<file path="config.mk">
export PLATFORM = sky130hd
export DESIGN_NAME = pcbd_cell
export DESIGN_NICKNAME = d
export VERILOG_FILES = /design/src/pcbd_pkg.sv /design/src/pcbd_cell.sv
export SDC_FILE = /design/constraint.sdc
export NUM_CORES = 1
export LEC_CHECK = 0
export BUFFER_PORTS_ARGS = -buffer_cell sky130_fd_sc_hd__clkbuf_2
export CORE_MARGIN = 2
export CORE_UTILIZATION = 54
export CTS_CLUSTER_SIZE = 25
export DETAILED_ROUTE_END_ITERATION = 10
export HOLD_SLACK_MARGIN = 0.06
export PLACE_DENSITY = 0.77
export SYNTH_ARGS = -nofsm -noshare
export SYNTH_HDL_FRONTEND = slang
export SYNTH_SLANG_ARGS = --single-unit
</file>
<file path="constraint.sdc">
create_clock -name clk_i -period 2.35 [get_ports clk_i]
set_input_delay 0.705 -clock clk_i [delete_from_list [all_inputs] [get_ports clk_i]]
set_output_delay 0.705 -clock clk_i [all_outputs]
set_load 0.1 [all_outputs]
</file>
<file path="src/pcbd_pkg.sv">
// shared constants, types and helpers of the prefix code bit decoder
// no dependencies; used by the interfaces, the cell, the top level and the checker
package pcbd_pkg;

  // table and code sizes
  localparam int SYMBOL_COUNT = 256;
  localparam int MAX_CODE_LEN = 32;

  // fixed field widths
  localparam int SYM_W  = 8;
  localparam int CODE_W = 32;
  localparam int CLEN_W = 6;

  // each cell holds a group of table entries
  localparam int LANES      = 8;
  localparam int LANE_W     = 3;
  localparam int NUM_CELLS  = (SYMBOL_COUNT + LANES - 1) / LANES;
  localparam int CELL_IDX_W = SYM_W - LANE_W;

  // partial code register and compare widths
  localparam int PART_W    = MAX_CODE_LEN;
  localparam int LEN_W     = $clog2(MAX_CODE_LEN + 1);
  localparam int CMP_W     = (MAX_CODE_LEN > CODE_W) ? MAX_CODE_LEN : CODE_W;
  localparam int CMP_LEN_W = (LEN_W > CLEN_W) ? LEN_W : CLEN_W;

  // operation codes
  localparam logic OP_LOAD   = 1'b0;
  localparam logic OP_DECODE = 1'b1;

  // control states of the top level
  typedef enum logic [2:0] {
    ST_IDLE   = 3'b001,
    ST_SEARCH = 3'b010,
    ST_HOLD   = 3'b100
  } state_e;

  // query token that walks down the cell chain
  typedef struct packed {
    logic                 valid;
    logic                 found;
    logic [SYM_W-1:0]     sym;
    logic [CMP_W-1:0]     bits;
    logic [CMP_LEN_W-1:0] len;
  } token_t;

  // table entry write, broadcast to all cells
  typedef struct packed {
    logic [LANE_W-1:0] lane;
    logic [CLEN_W-1:0] len;
    logic [CODE_W-1:0] code;
  } load_t;

  // keep only the low len bits of a code
  function automatic logic [CODE_W-1:0] low_mask(input logic [CLEN_W-1:0] len);
    logic [CODE_W-1:0] m;
    if (len >= CLEN_W'(CODE_W)) begin
      m = '1;
    end else begin
      m = (CODE_W'(1) << len) - CODE_W'(1);
    end
    return m;
  endfunction

endpackage

</file>
<file path="src/pcbd_cell.sv">
// one cell of the match chain: a group of table entries and a token stage
// depends on pcbd_pkg for the token and load types
module pcbd_cell (
  input  logic                            clk_i,
  input  logic                            rst_ni,
  input  logic [pcbd_pkg::CELL_IDX_W-1:0] idx_i,
  input  logic                            we_i,
  input  pcbd_pkg::load_t                 load_i,
  input  pcbd_pkg::token_t                tok_i,
  output pcbd_pkg::token_t                tok_o
);
  import pcbd_pkg::*;

  logic [CLEN_W-1:0] len_q  [LANES];
  logic [CODE_W-1:0] code_q [LANES];
  logic [LANES-1:0]  hit;
  logic              hit_any;
  logic [LANE_W-1:0] hit_lane;
  token_t            tok_d, tok_q;

  // entry lengths, cleared at reset so no entry has a code
  always_ff @(posedge clk_i or negedge rst_ni) begin
    if (!rst_ni) begin
      for (int l = 0; l < LANES; l++) len_q[l] <= '0;
    end else if (we_i) begin
      len_q[load_i.lane] <= load_i.len;
    end
  end

  // entry codes, masked to their length
  always_ff @(posedge clk_i) begin
    if (we_i) begin
      code_q[load_i.lane] <= load_i.code & low_mask(load_i.len);
    end
  end

  // compare the query against every entry of this cell
  always_comb begin
    for (int l = 0; l < LANES; l++) begin
      hit[l] = (len_q[l] != '0) &&
               (CMP_LEN_W'(len_q[l]) == tok_i.len) &&
               (CMP_W'(code_q[l]) == tok_i.bits);
    end
  end

  // lowest matching lane wins
  always_comb begin
    hit_any  = 1'b0;
    hit_lane = '0;
    for (int l = LANES - 1; l >= 0; l--) begin
      if (hit[l]) begin
        hit_any  = 1'b1;
        hit_lane = LANE_W'(l);
      end
    end
  end

  // an earlier cell's match has priority over this one
  always_comb begin
    tok_d = tok_i;
    if (tok_i.valid && !tok_i.found && hit_any) begin
      tok_d.found = 1'b1;
      tok_d.sym   = {idx_i, hit_lane};
    end
  end

  always_ff @(posedge clk_i or negedge rst_ni) begin
    if (!rst_ni) begin
      tok_q <= '0;
    end else begin
      tok_q <= tok_d;
    end
  end

  assign tok_o = tok_q;

endmodule

</file>
Yosys cells after proc, flatten, opt, wreduce, memory -nomap -nowiden
Memory sizes are Yosys's and may differ from the RTL's.
Cells that the tools add are included.
{"block": "op_classes", "addsub": 1, "order_cmp": 3, "eq_ne": 16, "shift": 1, "mux": 24, "bitwise": 2, "reduce_logical": 28}
{"operator": "$eq A32 B32 Y1", "count": 8}
{"operator": "$mux W32", "count": 2}
{"operator": "$bwmux W48", "count": 1}
{"operator": "$eq A6 B6 Y1", "count": 8}
{"operator": "$reduce_bool A6 Y1", "count": 8}
{"operator": "$and A32 B32 Y32", "count": 1}
{"operator": "$shl A1 B6 Y32 const A", "count": 1}
{"operator": "$sub A32 B2 Y32 const B", "count": 1}
{"operator": "$mux W3", "count": 8}
{"operator": "$logic_and A1 B1 Y1", "count": 19}
{"operator": "$demux W6 S3", "count": 1}
{"operator": "$mux W1", "count": 10}
{"operator": "$mux W9", "count": 1}
{"operator": "$ge A6 B6 Y1 const B", "count": 1}
{"operator": "$mux W6", "count": 1}
{"operator": "$ge A4 B4 Y1 const B", "count": 1}
{"operator": "$lt A4 B1 Y1 const B", "count": 1}
{"operator": "$not A3 Y4", "count": 1}
{"operator": "$logic_not A1 Y1", "count": 1}
{"block": "word_totals", "register_bits": 96, "ramBits": 256, "input_bits": 97, "wordCells": 89, "mem_count": 1}
{"name": "code_q", "words": 8, "width": 32, "read_ports": 8, "rd_clocked_by_memory_dff": 0, "write_ports": 1, "line_no": "pcbd_cell.sv:15", "text": "logic [CODE_W-1:0] code_q [LANES];"}

Logic depth before layout (Yosys ltp)
{"block": "logic_depth", "word_depth": 13, "mapped_depth": 12, "ltp_nobuf": 9}

Worst setup path before layout
Ideal clock, no wire load.
{"block": "synth_timing", "path_kind": "input-to-reg", "from": "in load_i[39] (netlist name)", "to": "reg len_q[36] (netlist name)", "setup_ns": 0.126, "t_arrival_ns": 3.978, "t_required_ns": 2.224, "slack_ns": -1.754, "cell_stages": 3, "n_path_buf": 1, "cell_sequence": "clkbuf_1 > nor3_1 > mux2_2"}
{"block": "synth_via", "elab_chain_len": 6, "word_cells_on_any_way": 7, "cone_classes": "order compare (2); mux (3); bitwise (1); reduce/logical (1)"}
{"element": "from (decl)", "line_no": "pcbd_cell.sv:8", "text": "input pcbd_pkg::load_t load_i,"}
{"element": "$not A3 Y4 (implied by the code) *", "line_no": "pcbd_cell.sv:26", "text": "len_q[load_i.lane] <= load_i.len;"}
{"element": "$ge A4 B4 Y1 (implied by the code) or $lt A4 B1 Y1 (tied branches)", "line_no": "pcbd_cell.sv:26"}
{"element": "$logic_and A1 B1 Y1 (implied by the code)", "line_no": "pcbd_cell.sv:26"}
{"element": "$mux W6 (implied by the code)", "line_no": "pcbd_cell.sv:26"}
{"element": "$demux W6 S3 *", "line_no": "pcbd_cell.sv:26"}
{"element": "$bwmux W48 *", "line_no": "pcbd_cell.sv:26"}
{"element": "to (signal, indexed assignment)", "line_no": "pcbd_cell.sv:26"}
{"element": "to (decl)", "line_no": "pcbd_cell.sv:14", "text": "logic [CLEN_W-1:0] len_q [LANES];"}
Mark *: on every way between the ends. The rest lies on a longest branch, timed or not.
A chain may end at the register's enable or synchronous reset.

==> results.sh <==
export IMPL_grtUsageTotal_pct=37.7
export IMPL_yosys_area_top_type_share_pct=46.9
export IMPL_fmax_mhz=375
export IMPL_grt_setup_unrepaired="yes"
export IMPL_syn_area_per_cell_um2=13.1
export IMPL_finalInstanceArea_um2=22100
export IMPL_synth_flop_cell="edfxtp_1"
export IMPL_maxCapViolCount=0
export IMPL_worstMarginPinSlew_ps=1260
export IMPL_layout_drive_gt1_share_pct=38.6
export IMPL_yosysUniqueCellTypes=61
export IMPL_synth_edf_count=256
export IMPL_netlist_area_um2=16400
export IMPL_dieWidth_um=178
export IMPL_insertion_delay_ps=520
export IMPL_post_place_ws_ps=-1030
export IMPL_grt_pass1_vias=12600
export IMPL_post_dp_cell_area_um2=20400
export IMPL_synthCells=1249
export IMPL_first_iter_violations=1539
export IMPL_synthArstFlopShare_pct=27.3
export IMPL_slew_limit_headroom_pct=15.3
export IMPL_cts_buffer_depth=3
export IMPL_grt_pass1_wl_um=83800
export IMPL_critPathLaunchType="primary input"
export IMPL_ctsHoldBuffers=0
export IMPL_mostFrequentLayoutCell="buf_4"
export IMPL_wl_per_cell_um=28.0
export IMPL_core_um2=29800
export IMPL_gr_total_overflow=0
export IMPL_num_vias=12700
export IMPL_final_hold_viol_count=0
export IMPL_status="complete, but fails checks"
export IMPL_fillCellCount=2014
export IMPL_ys_ff_latch=352
export IMPL_cp_data_required_time_ps=2750
export IMPL_numCtsBuffers=40
export IMPL_drt_pass1_iterations=5
export IMPL_p_leak_uw=0.00860
export IMPL_htree_num_levels=2
export IMPL_setup_tns_final_ps=-2050
export IMPL_yosysWarningCount=0
export IMPL_layout_common_cells="276 x buf_4, 256 x edfxtp_1, 198 x xor2_1"
export IMPL_crit_path_end_kind="register"
export IMPL_io_pins=145
export IMPL_cts_clk_slew_worst_paths_ps=60
export IMPL_setup_ws_ps=-320
export IMPL_cp_max_fo=7
export IMPL_die_height_um=178
export IMPL_synth_top_area_cell="edfxtp_1"
export IMPL_dpl_cell_count=2027
export IMPL_fin_crit_sh_pct=114
export IMPL_powerDensity_nw_per_um2=746
export IMPL_port_buffers=144
export IMPL_crit_type="in -> reg"
export IMPL_cts_tree="built"
export IMPL_die_area_um2=31800
export IMPL_setup_viol=9
export IMPL_failed_checks="setup timing"
export IMPL_final_core_util_pct=74.0
export IMPL_start_util_pct=55.1
export IMPL_drc=0
export IMPL_synth_fp_nets=1347
export IMPL_finClkSkew_ps=7.46
export IMPL_cts_root_buf="clkbuf_16"
export IMPL_synthToLayoutAreaGrowth_pct=34.5
export IMPL_gp_congestion=0.994
export IMPL_ys_seq_area_share_pct=61.5
export IMPL_antenna_found_initial=1
export IMPL_vias_per_cell=6.03
export IMPL_holdCritPathClass="in -> async"
export IMPL_grt_max_degree=97
export IMPL_drt_total_wl_um=58800
export IMPL_ir_drop_mv=0.690
export IMPL_fin_nets=1782
export IMPL_seqCellArea_um2=10100
export IMPL_antenna_left=0
export IMPL_clkSinkCount=352
export IMPL_diodes=0
export IMPL_drv_slew=0
export IMPL_row_count=63
export IMPL_multi_input_area_um2=6650
export IMPL_dp_hpwl_um=45000
export IMPL_worstPathArrival_ps=3070
export IMPL_synthTopCellsByArea="edfxtp_1 47%, dfrtp_1 15%, xor2_1 11%"
export IMPL_fin_crit_ps=2670
export IMPL_finalNonFillerCells=2102
-- worst max-delay path: stages --
cell and delay (ps):
clkbuf_4 190, buf_4 200, xor2_1 200, nor4_1 310
nand4_1 170, nor4_2 340, buf_4 190, nor2_1 80
a31oi_4 220, buf_12 150, mux2_4 300
-- path summary, 6_finish.rpt --
| kind | from | to | slack, ps | cells after the start |
|---|---|---|---|---|
| min reg2reg | len_q[17] | len_q[17] | 510 | 2 |
| max | tok_i[17] | tok_o[44] | -320 | 11 |
| max reg2reg | code_q[3][4] | tok_o[44] | -280 | 8 |
| min | rst_ni | tok_o[3] | 250 | 2 |
| max in group asynchronous | rst_ni | tok_o[23] | 1690 | 2 |
| min in group clk_i | tok_i[47] | tok_o[47] | 330 | 1 |
-- report_power, final --
part | switching (µW) | internal [µW]
Sequential | 237 | 7080
Combinational | 1900 | 1210
Clock | 2460 | 3580
Total | 4600 | 11900
-- cells by family (layout without fill, tap and decap cells) --
| group | after synthesis | in the layout | synth area share, % |
|---|---|---|---|
| DFF | 352 | 352 | 61.5 |
| AOI/OAI and AO/OA | 90 | 90 | 4.06 |
| and+or+nand+nor | 404 | 404 | 13.3 |
| muxes | 34 | 34 | 2.42 |
| buffers and inverters | 74 | 537 | 2.59 |
| xor gates and xnor gates | 294 | 294 | 16.0 |
| adders and majority gates | 1 | 1 | 0.0762 |
-- what timing repair did --
| action | in CTS | in global routing |
|---|---|---|
| setup endpoints to repair | 9 | 25 |
| endpoints found under the hold margin | 0 | 0 |
| buffers inserted | 4 | 1 |
| pin swaps | 18 | 7 |
| gates resized for setup | 47 | 15 |
-- cells in the mapped netlist, types with 6 or more instances --
cell type    n
nor2b_1     26
buf_6       13
edfxtp_1   256
nor2_1      49
buf_4        8
nand3_1     13
nor3_1      23
or4_1        6
xnor2_1     82
nand2_1     94
xnor2_2      7
a21oi_1     15
mux2_2      25
dfrtp_1     96
buf_2       16
clkbuf_1    23
nand4_1     60
and2_1      10
inv_1       14
xor2_1     205
nor4_1      96
o21ai_0     18
a21boi_0    16
-- metal layers --
layer,up-vias,track usage [%],routed length [µm]
met5,-,0,0
li1,5428,-,-
met1,6265,49.3,21900
met2,813,61.0,27600
met4,0,19.5,3630
met3,169,6.42,5630
-- metrics by stage --
stage / hold slack (ps) / power (µW)
floorplan: 409 / 8920
global placement: 478 / 10300
detailed placement: 503 / 10400
CTS: 271 / 16400
global route: 304 / 16900
finish: 253 / 16500
-- registers in the layout, indices dropped and copies added, names as in the netlist --
register,count
code_q,256
len_q,48
tok_o,48
-- cell type report --
type,instances,area share (%)
sequential,352,45.7
multi-input combinational,823,30.1
tap,390,2.21
inverter,14,0.272
clock inverter,11,0.505
clock buffer,59,5.18
timing repair buffer,453,16.0
Power figures use the tool's default switching activity.
